==> config.mk <==
export PLATFORM = sky130hd
export DESIGN_NAME = ordered_list_insert_engine
export DESIGN_NICKNAME = d
export VERILOG_FILES = /design/src/rtl/olie_pkg.sv /design/src/rtl/olie_ram.sv /design/src/rtl/ordered_list_insert_engine.sv
export SDC_FILE = /design/constraint.sdc
export NUM_CORES = 1
export LEC_CHECK = 0
export BUFFER_PORTS_ARGS = -buffer_cell sky130_fd_sc_hd__buf_2
export CAP_MARGIN = 15
export CORE_UTILIZATION = 45
export DETAILED_ROUTE_END_ITERATION = 16
export GPL_TIMING_DRIVEN = 1
export MAX_ROUTING_LAYER = met4
export PLACE_DENSITY = 0.58
export SLEW_MARGIN = 15
export SYNTH_ARGS = -nofsm -noshare
export SYNTH_HDL_FRONTEND = slang
export SYNTH_SLANG_ARGS = --single-unit
==> constraint.sdc <==
create_clock -name clk -period 9.1 [get_ports clk]
set_input_delay 0.455 -clock clk [delete_from_list [all_inputs] [get_ports clk]]
set_output_delay 0.455 -clock clk [all_outputs]
set_load 0.03 [all_outputs]
==> src/rtl/olie_pkg.sv <==
// Package for the ordered list insert engine.
// Holds operation codes, status codes and default sizes; no dependencies.

package olie_pkg;

    localparam int DEPTH_DEFAULT     = 32;
    localparam int WORD_BITS_DEFAULT = 32;

    localparam logic [2:0] OP_PUT_BACK   = 3'd0;
    localparam logic [2:0] OP_PUT_FRONT  = 3'd1;
    localparam logic [2:0] OP_TAKE_BACK  = 3'd2;
    localparam logic [2:0] OP_TAKE_FRONT = 3'd3;
    localparam logic [2:0] OP_INSERT     = 3'd4;

    typedef enum logic [1:0] {
        ST_OK       = 2'd0,
        ST_EMPTY    = 2'd1,
        ST_FULL     = 2'd2,
        ST_NOTFOUND = 2'd3
    } status_t;

endpackage

==> src/rtl/olie_ram.sv <==
// Generic single-write, single-read RAM with registered read data.
// No dependencies.

module olie_ram #(
    parameter int WIDTH = 32,
    parameter int DEPTH = 32
) (
    input  logic                     clk,
    input  logic                     we,
    input  logic [$clog2(DEPTH)-1:0] wr_addr,
    input  logic [WIDTH-1:0]         wr_data,
    input  logic [$clog2(DEPTH)-1:0] rd_addr,
    output logic [WIDTH-1:0]         rd_data
);

    logic [WIDTH-1:0] mem [DEPTH];
    logic [WIDTH-1:0] rd_data_reg;

    always_ff @(posedge clk)
    begin
        if (we)
        begin
            mem[wr_addr] <= wr_data;
        end
        rd_data_reg <= mem[rd_addr];
    end

    assign rd_data = rd_data_reg;

endmodule

==> src/rtl/ordered_list_insert_engine.sv <==
// Top level of the ordered list insert engine: circular list in a RAM under a sequencer.
// Depends on olie_pkg and olie_ram.
//
//  channel   handshake        payload                              direction
//  command   start / busy     operation, value, key                in
//  result    done (strobe)    popped_value, status, entry_count    out
//
// A command is taken when start is high and busy is low; busy stays high until its result.
// Push and commands rejected at dispatch end in S_DISPATCH, pop in S_POP_WAIT.
// Insert: S_SEARCH finds the first entry matching key (else not found), S_SHIFT moves
// the tail back, S_PLACE adds value; one RAM read and write per cycle, one compare unit.
// Reset empties the list at once; entry contents stay undefined until written.
// The result strobe lasts one cycle and cannot be held off by the receiver.

module ordered_list_insert_engine
    import olie_pkg::*;
#(
    parameter int DEPTH     = DEPTH_DEFAULT,
    parameter int WORD_BITS = WORD_BITS_DEFAULT
) (
    input  logic                       clk,
    input  logic                       rst_n,
    input  logic                       start,
    input  logic [2:0]                 operation,
    input  logic signed [31:0]         value,
    input  logic signed [31:0]         key,
    output logic                       busy,
    output logic                       done,
    output logic signed [31:0]         popped_value,
    output logic [1:0]                 status,
    output logic [$clog2(DEPTH+1)-1:0] entry_count
);

    localparam int AW = $clog2(DEPTH);
    localparam int CW = $clog2(DEPTH + 1);

    typedef enum logic [2:0] {
        S_IDLE,
        S_DISPATCH,
        S_POP_WAIT,
        S_SEARCH,
        S_SHIFT,
        S_PLACE
    } state_t;

    state_t                state_reg, state_next;
    logic [AW-1:0]         head_reg, head_next;
    logic [CW-1:0]         count_reg, count_next;
    logic [CW-1:0]         idx_reg, idx_next;
    logic [CW-1:0]         j_reg, j_next;
    logic [2:0]            op_reg, op_next;
    logic [WORD_BITS-1:0]  value_reg, value_next;
    logic [WORD_BITS-1:0]  key_reg, key_next;
    logic                  done_reg, done_next;
    logic signed [31:0]    popped_reg, popped_next;
    status_t               status_reg, status_next;

    logic                  ram_we;
    logic                  wr_front;
    logic [CW-1:0]         wr_lpos;
    logic [CW-1:0]         rd_lpos;
    logic [AW-1:0]         wr_addr;
    logic [AW-1:0]         rd_addr;
    logic [WORD_BITS-1:0]  wr_data;
    logic [WORD_BITS-1:0]  rd_data;

    logic [AW-1:0]         head_inc;
    logic [AW-1:0]         head_dec;
    logic                  full;
    logic                  empty;
    logic signed [63:0]    value_ext;
    logic signed [63:0]    key_ext;
    logic signed [63:0]    rd_ext;

    function automatic logic [AW-1:0] to_phys(input logic [AW-1:0] h, input logic [CW-1:0] p);
        logic [CW:0] s;
        s = (CW+1)'(h) + (CW+1)'(p);
        if (s >= (CW+1)'(DEPTH))
        begin
            s = s - (CW+1)'(DEPTH);
        end
        return s[AW-1:0];
    endfunction

    assign head_inc  = (head_reg == AW'(DEPTH - 1)) ? '0 : head_reg + AW'(1);
    assign head_dec  = (head_reg == '0) ? AW'(DEPTH - 1) : head_reg - AW'(1);
    assign full      = (count_reg == CW'(DEPTH));
    assign empty     = (count_reg == '0);
    assign value_ext = 64'(value);
    assign key_ext   = 64'(key);
    assign rd_ext    = 64'($signed(rd_data));

    assign wr_addr = wr_front ? head_dec : to_phys(head_reg, wr_lpos);
    assign rd_addr = to_phys(head_reg, rd_lpos);

    olie_ram #(
        .WIDTH (WORD_BITS),
        .DEPTH (DEPTH)
    ) u_ram (
        .clk     (clk),
        .we      (ram_we),
        .wr_addr (wr_addr),
        .wr_data (wr_data),
        .rd_addr (rd_addr),
        .rd_data (rd_data)
    );

    always_comb
    begin
        state_next  = state_reg;
        head_next   = head_reg;
        count_next  = count_reg;
        idx_next    = idx_reg;
        j_next      = j_reg;
        op_next     = op_reg;
        value_next  = value_reg;
        key_next    = key_reg;
        done_next   = 1'b0;
        popped_next = popped_reg;
        status_next = status_reg;
        ram_we      = 1'b0;
        wr_front    = 1'b0;
        wr_lpos     = '0;
        rd_lpos     = '0;
        wr_data     = value_reg;

        case (state_reg)
            S_IDLE:
            begin
                if (start)
                begin
                    op_next    = operation;
                    value_next = value_ext[WORD_BITS-1:0];
                    key_next   = key_ext[WORD_BITS-1:0];
                    state_next = S_DISPATCH;
                end
            end

            S_DISPATCH:
            begin
                popped_next = '0;
                status_next = ST_OK;
                done_next   = 1'b1;
                state_next  = S_IDLE;
                case (op_reg)
                    OP_PUT_BACK:
                    begin
                        if (full)
                        begin
                            status_next = ST_FULL;
                        end
                        else
                        begin
                            ram_we     = 1'b1;
                            wr_lpos    = count_reg;
                            count_next = count_reg + CW'(1);
                        end
                    end
                    OP_PUT_FRONT:
                    begin
                        if (full)
                        begin
                            status_next = ST_FULL;
                        end
                        else
                        begin
                            ram_we     = 1'b1;
                            wr_front   = 1'b1;
                            head_next  = head_dec;
                            count_next = count_reg + CW'(1);
                        end
                    end
                    OP_TAKE_BACK:
                    begin
                        if (empty)
                        begin
                            status_next = ST_EMPTY;
                        end
                        else
                        begin
                            rd_lpos    = count_reg - CW'(1);
                            count_next = count_reg - CW'(1);
                            done_next  = 1'b0;
                            state_next = S_POP_WAIT;
                        end
                    end
                    OP_TAKE_FRONT:
                    begin
                        if (empty)
                        begin
                            status_next = ST_EMPTY;
                        end
                        else
                        begin
                            rd_lpos    = '0;
                            head_next  = head_inc;
                            count_next = count_reg - CW'(1);
                            done_next  = 1'b0;
                            state_next = S_POP_WAIT;
                        end
                    end
                    OP_INSERT:
                    begin
                        if (full)
                        begin
                            status_next = ST_FULL;
                        end
                        else if (empty)
                        begin
                            status_next = ST_NOTFOUND;
                        end
                        else
                        begin
                            rd_lpos    = '0;
                            idx_next   = '0;
                            done_next  = 1'b0;
                            state_next = S_SEARCH;
                        end
                    end
                    default:
                    begin
                        status_next = ST_OK;
                    end
                endcase
            end

            S_POP_WAIT:
            begin
                popped_next = rd_ext[31:0];
                status_next = ST_OK;
                done_next   = 1'b1;
                state_next  = S_IDLE;
            end

            S_SEARCH:
            begin
                if (rd_data == key_reg)
                begin
                    rd_lpos    = count_reg - CW'(1);
                    j_next     = count_reg;
                    state_next = S_SHIFT;
                end
                else if (idx_reg == count_reg - CW'(1))
                begin
                    popped_next = '0;
                    status_next = ST_NOTFOUND;
                    done_next   = 1'b1;
                    state_next  = S_IDLE;
                end
                else
                begin
                    rd_lpos  = idx_reg + CW'(1);
                    idx_next = idx_reg + CW'(1);
                end
            end

            S_SHIFT:
            begin
                ram_we  = 1'b1;
                wr_lpos = j_reg;
                wr_data = rd_data;
                if (j_reg - CW'(1) == idx_reg)
                begin
                    state_next = S_PLACE;
                end
                else
                begin
                    rd_lpos = j_reg - CW'(2);
                    j_next  = j_reg - CW'(1);
                end
            end

            S_PLACE:
            begin
                ram_we      = 1'b1;
                wr_lpos     = idx_reg;
                wr_data     = value_reg;
                count_next  = count_reg + CW'(1);
                popped_next = '0;
                status_next = ST_OK;
                done_next   = 1'b1;
                state_next  = S_IDLE;
            end

            default:
            begin
                state_next = S_IDLE;
            end
        endcase
    end

    always_ff @(posedge clk or negedge rst_n)
    begin
        if (!rst_n)
        begin
            state_reg  <= S_IDLE;
            head_reg   <= '0;
            count_reg  <= '0;
            done_reg   <= 1'b0;
            status_reg <= ST_OK;
            popped_reg <= '0;
        end
        else
        begin
            state_reg  <= state_next;
            head_reg   <= head_next;
            count_reg  <= count_next;
            done_reg   <= done_next;
            status_reg <= status_next;
            popped_reg <= popped_next;
        end
    end

    always_ff @(posedge clk)
    begin
        idx_reg   <= idx_next;
        j_reg     <= j_next;
        op_reg    <= op_next;
        value_reg <= value_next;
        key_reg   <= key_next;
    end

    assign busy         = (state_reg != S_IDLE);
    assign done         = done_reg;
    assign popped_value = popped_reg;
    assign status       = status_reg;
    assign entry_count  = count_reg;

endmodule

# Word-level counts from Yosys, hierarchy flattened
# Memories as Yosys holds them, arrays and structs flattened. A register that Yosys moved wholly into a read port is not among the register bits.
# Cells that the tools add are included.
[word_totals]
in_bits = 70
register_bits = 128
out_inout_bits = 42
ramBits = 1024
n_memories = 1
latch_bits = 0
romBits = 0
word_cells = 143
[mem_list]
columns = ["memory", "words", "word_bits", "rd", "rd_ports_with_merged_regs", "write_ports", "line_no", "rtl"]
rows = [
  ["u_ram.mem", 32, 32, 1, 1, 1, "olie_ram.sv:16", "logic [WIDTH-1:0] mem [DEPTH];"],
]
[op_classes]
magnitude_cmp = 2
addsub = 11
eq_ne = 30
shifts = 0
div_mod_pow = 0
multipliers = 0
bitwise = 0
n_reduce_logical = 24
mux = 64
[ops]
columns = ["op", "n"]
rows = [
  ["32-bit two-way mux", 3],
  ["6-bit two-way mux", 16],
  ["32-bit one-hot mux with 3 select lines", 1],
  ["6-bit one-hot mux with 2 select lines", 4],
  ["6-bit one-hot mux with 3 select lines", 2],
  ["5-bit two-way mux", 7],
  ["32-bit equality test", 1],
  ["2-bit != test (second input constant)", 12],
  ["2-bit two-way mux", 8],
  ["5-bit by 1-bit subtractor with 5-bit output (second input constant)", 3],
  ["5-bit by 6-bit adder with 7-bit output", 2],
  ["7-bit by 6-bit greater-or-equal comparator with 1-bit output (second input constant)", 2],
  ["6-bit by 1-bit adder with 6-bit output (second input constant)", 2],
  ["3-bit by 2-bit equality test with 1-bit output (second input constant)", 4],
  ["6-bit equality test", 2],
  ["3-bit two-way mux", 4],
  ["3-bit != test (second input constant)", 4],
  ["2-bit one-hot mux with 3 select lines", 2],
  ["3-bit one-hot mux with 4 select lines", 1],
  ["3-bit AND reduction", 4],
  ["6-bit by 1-bit subtractor with 6-bit output (second input constant)", 2],
  ["1-bit two-way mux", 11],
  ["5-bit one-hot mux with 2 select lines", 1],
  ["2-bit OR reduction", 5],
  ["17 further kinds", 28],
]

# Depth between registers and ports, before layout
[logic_depth]
ltp_word = 8
mapped_depth = 19
ltp_nobuf = 17

# Cells and area by module
# A second synthesis with hierarchy kept.
[unflattened]
hier_cells = 2898
area_unflattened_um2 = 47451.8
[by_module_without_submodules]
columns = ["mod", "seq_area_each_um2", "n_inst", "area_per_inst_um2", "cells_per_inst"]
rows = [
  ["olie_ram", 31390.1, 1, 40492.6, 2260],
  ["ordered_list_insert_engine", 3598.5, 1, 6959.2, 638],
]

# Least setup slack after synthesis
# No wires, ideal clock.
[synth_timing]
path_type = "register to register"
startpoint = "register count_reg[0], in the netlist entry_count[0]"
endpoint = "memory u_ram.mem[16][0], enable pin"
n_path_buf = 1
t_required_ns = 8.679
arrival_ns = 5.234
stages_incl_launch_ff = 17
setup_slack_ns = 3.445
setup_time_ns = 0.421
period_less_slack_ns = 5.655
path_cell_list = "dfrtp_1 > buf_6 > inv_1 > ha_1 > nor4b_1 > a21boi_0 > a222oi_1 > inv_1 > ha_1 > fa_1 > a21o_1 > a21oi_1 > and3b_1 > o31a_1 > xnor2_1 > nand2_1 > nor2_1"
[synth_via]
elab_chain_len = 8
elab_cells_between_ends = 16
cone_classes = "add/sub: 2; order compare: 1; eq/ne: 1; mux: 12"
[synth_lines]
columns = ["element", "line_no", "rtl"]
rows = [
  ["start: declaration", "ordered_list_insert_engine.sv:48", "logic [CW-1:0] count_reg, count_next;"],
  ["start signal: assignment", "ordered_list_insert_engine.sv:307", "count_reg <= count_next;"],
  ["6-bit equality test", "ordered_list_insert_engine.sv:87", "assign full = (count_reg == CW'(DEPTH));"],
  ["6-bit two-way mux", "ordered_list_insert_engine.sv:148", "if (full)"],
  ["6-bit two-way mux", "ordered_list_insert_engine.sv:145", "case (op_reg)"],
  ["6-bit one-hot mux with 3 select lines", "ordered_list_insert_engine.sv:127", "case (state_reg)"],
  ["5-bit by 6-bit adder with 7-bit output", "ordered_list_insert_engine.sv:77", "s = (CW+1)'(h) + (CW+1)'(p);"],
  ["7-bit by 6-bit greater-or-equal comparator with 1-bit output / 5-bit by 1-bit subtractor with 5-bit output (equally long branches)", "ordered_list_insert_engine.sv:78, ordered_list_insert_engine.sv:80", ""],
  ["5-bit two-way mux", "ordered_list_insert_engine.sv:78", "if (s >= (CW+1)'(DEPTH))"],
  ["5-bit two-way mux", "ordered_list_insert_engine.sv:93", "assign wr_addr = wr_front ? head_dec : to_phys(head_reg, wr_lpos);"],
  ["end: declaration", "olie_ram.sv:16", ""],
]
# Several ways; a longest one is shown, not always the timed one.

# Worst setup path in the final report
[layout_timing]
startpoint = "register count_reg[0], in the netlist entry_count[0]"
endpoint = "memory u_ram.mem[20][3], enable pin"
# Same word-level chain as after synthesis.

==> reports/results.txt <==
With fillers left out, the area of the finished cells amounts to 53500 sq um. After clock tree synthesis, the setup repair step added 0 buffers. In this run the worst setup path terminates at u_ram.mem[20][3]$_DFFE_PP_. After synthesis, the most frequently instantiated cells are edfxtp_1, mux4_2, clkbuf_1. The number of buffers on the longest clock path was 3; the total clock sinks was 1184. The slowest cell on the critical path is nor2_4. The tools report the number of max-slew violations in the final report as 0. For this design the ratio of total power to cell area is 332 nW/um^2. After detailed routing, the wire length on met1 is 52.1 mm. Summed over all nets, the half-perimeter wirelength after detailed placement is 67.1 mm.

Dividing the detail-routed via count by the number of cells gives 5.93. The number of nets in the synthesized netlist is 2151. Most frequent cell after synthesis: edfxtp_1.

By startpoint and endpoint, the worst setup path is classified as reg -> reg. The endpoint identified for the worst register-to-register timing path is u_ram.mem[20][3]$_DFFE_PP_. The first detailed-routing pass took 5 iterations. The mapped netlist covers 46200 sq um. Among all flip-flop cells after synthesis, the most frequent one is edfxtp_1. Clock latency on the worst-skew pair, taken at its later pin, is 720 ps. Max-cap violations in this run came to 0. The run finished with clean final reports. Of the total power, combinational logic draws 33.7%.

The number of remaining DRC errors was 0; the utilization after layout was 52.6%. Worst reg-to-reg setup slack: 2530 ps. The clock tree synthesis step divided the H-tree into 3 levels. In this run the cell area measured after placement is 48900 sq um. The number of antenna violations at the first check in global routing is 3, and the number of flip-flops in the largest register is 1024. The average instance area after synthesis works out to 22.4 sq um. The top fanout value on the critical path is 18, and the maximum clock rate is 152 MHz. In the post-synthesis netlist, the biggest area contributors are edfxtp_1, mux4_2, dfrtp_1. The final global-route overflow total came out at 0. The highest routed metal layer is met4. Sequential cells were found to cover 75.7% of the synthesized design area. For the power consumption, the log shows 17.8 mW. The number of buffer cells added on primary ports is 111.

In this run, synthesis inferred 1103 flip-flops with an integrated enable. The initialized floorplan defines 117 standard-cell rows. The sequential power share was 39.3%; the detailed route wirelength on metal2 was 56.8 mm. Of the total power, the share spent switching nets is 31.3%. The worst register-to-register path begins at entry_count[0]$_DFFE_PN0P_. For this block, the initial DRC count from the detailed router was 2834. The via total after detailed routing is 22400, and the switching power of the nets is 5.56 mW.

Timing analysis after detailed placement gives a worst setup slack of 2460 ps. The final hold violation count is 0. Global routing consumed, over all layers together, 25.0% of the routing resources. Register name with the most flops: u_ram.mem. The kind of end point of the critical path was a register. The average wire length per cell after detail routing came out at 32.6 um.

The count of filler cells inserted in the layout is 7948. TritonCTS built the clock tree. Clock network power share: 27.0%. On the final layout, the worst clock skew is 54.4 ps.

Once the floorplan was initialized, standard cells occupied 45.4% of the core. The placer congestion estimate was 0.858; the worst-case reg-to-reg path depth was 16. The overall routed net length came out at 124 mm. For the count of pins on the block boundary, the log shows 112.

The number of hold-repair buffers added at the cts stage is 68. Class of the most critical hold timing path: in -> reg. The layout cell share with drive strength beyond 1 works out to 32.3%. STA puts the critical path data required time at 9450 ps. The synthesized netlist contains 62 unique library cells. The first global-routing pass estimated 173 mm of wire.

After layout, the worst path uses 72.2% of the clock period. The worst relative slew slack came out at 21.2%. The root buffer cell chosen for the clock tree is clkbuf_16. Floorplan die height: 322 um. Setup repair after global routing left no endpoint under its margin.

The transition time of the tightest slew-check pin is 1180 ps. The maximum single-stage delay on the critical path came out at 960 ps. The worst-case IR drop observed on VDD is 258 uV. The residual antenna-violating net count after detailed routing came out at 0. The floorplan step defined a die boundary enclosing 104000 sq um. From synthesis to final layout, the design area changed by 15.8%. Of all cell types, the one taking the most synthesized area is edfxtp_1. The internal power contribution came out at 12.2 mW. The time the final worst path needs with I/O delays and setup was 6570 ps; the portion of synthesized cell area occupied by the leading cell type was 71.7%.

Entering global routing, the biggest net connects 82 pins. Setup TNS: 0 ps. Walking the worst path, the cells encountered are inv_1 > ha_1 > nor4b_1 > a21boi_0 > a222oi_1 > inv_1 > ha_1 > fa_1 > a21o_1 > a21oi_1 > and3b_1 > o31a_1 > xnor2_1 > nand2_1 > nor2_4 > buf_4.

After the last flow step, the layout net total stands at 2400. Synthesis produced 2061 cells. The CTS buffer count was 118. For this run, the number of Yosys warnings is 0. The register clock-pin slew on the reported worst setup and hold paths is 60 ps, and the post-cts repair resize count is 0. The final-report setup violation count was 0. Tracing the worst setup path back leads to its startpoint at entry_count[0]$_DFFE_PN0P_. From left edge to right edge, the die measures 322 um. Setup slack closes at 2530 ps. The worst setup path is launched from a register. Summed over all nets, wire length on met3 after detailed routing comes to 12.2 mm.

Number of global-route vias before repair: 22800. The run gives 102000 sq um as the area inside the core boundary. In the synthesized netlist the async set-or-reset flop fraction comes to 4.14%.

For the worst setup path, the data arrival time is 6920 ps. For this design the static power due to leakage is 17.4 nW. Number of flip-flops and latches in the synthesized netlist: 1184.
-- worst min path at each step --
| stage | start | cells after the start | end |
|---|---|---|---|
| final | start | 3 | op_reg[2]$_DFFE_PP_ |
| after global routing | start | 3 | op_reg[1]$_DFFE_PP_ |
| after CTS | start | 3 | value_reg[27]$_DFFE_PP_ |
| after detailed placement | popped_value[11]$_DFFE_PN0P_ | 1 | popped_value[11]$_DFFE_PN0P_ |
| after global placement | popped_value[4]$_DFFE_PN0P_ | 1 | popped_value[4]$_DFFE_PN0P_ |
| after floorplan | rst_n | 0 | done$_DFF_PN0_ |
-- cells by family (layout without fill, tap and decap cells) --
kind of cell,Yosys count,count (layout),share of synthesized area [%]
adders and majority gates,20,20,0.574
buffers and inverters,120,474,1.07
other,0,2,0
and+or+nand+nor,167,167,1.78
DFF,1184,1184,75.7
xor gates and xnor gates,76,76,1.58
muxes,392,392,17.6
AOI/OAI and AO/OA,102,102,1.67
-- power groups by stage --
stage | clock network [mW] | registers [mW] | logic [mW]
floorplan | 0 | 7.00 | 4.28
global placement | 0 | 7.08 | 5.95
detailed placement | 0 | 7.09 | 6.01
CTS | 4.88 | 6.98 | 6.05
global route | 5.07 | 7.00 | 6.38
finish | 4.80 | 6.98 | 5.98
-- layout by cell type (no fill, tap or decap), drive strengths merged, types with 5 or more instances in the layout --
master / instances
edfxtp: 1103
a21oi: 22
nor2: 68
ha: 18
nor3: 7
dlygate4sd3: 68
inv: 21
and3: 5
nand2: 36
nor4: 12
and2: 7
dfrtp: 49
xnor2: 30
mux2: 66
clkinv: 43
bufinv: 7
o21ai: 12
dfxtp: 32
xor2: 42
mux4: 320
clkinvlp: 8
mux2i: 6
a22o: 32
clkbuf: 164
buf: 163
nand3: 7
-- layout make-up --
class                   count  area [sq um]  area share (%)
inverters                  18          67.6           0.126
flip-flops and latches   1184         35000            65.4
clock inverters            61           551            1.03
well taps                1368          1710            3.20
multi-input cells         757         11000            20.7
repair buffers            231          1800            3.36
diodes                      2          5.00         0.00936
clock buffers             164          3320            6.20
-- stage by stage --
step           hold slack [ps]  cells
6_report                   253   3785
5_1_grt                    254   3785
4_1_cts                    215   3782
3_5_place_dp               477   3489
3_3_place_gp               478   3485
2_1_floorplan              159   2061
-- worst max-delay path: cells and delay by family (launching register included) --
family / cells / cell delay, ps
buffers and inverters: 3 / 880
adders and majority gates: 3 / 860
xor gates and xnor gates: 1 / 290
AOI/OAI and AO/OA: 5 / 1390
and+or+nand+nor: 4 / 2240
DFF: 1 / 560
-- metal layers --
metal  vias up  track usage, %
met5         -               -
met4         0            5.81
met3       149            7.01
met2      1037            36.2
met1     12100            35.2
li1       9153               -
(Power assumes the default switching activity.)
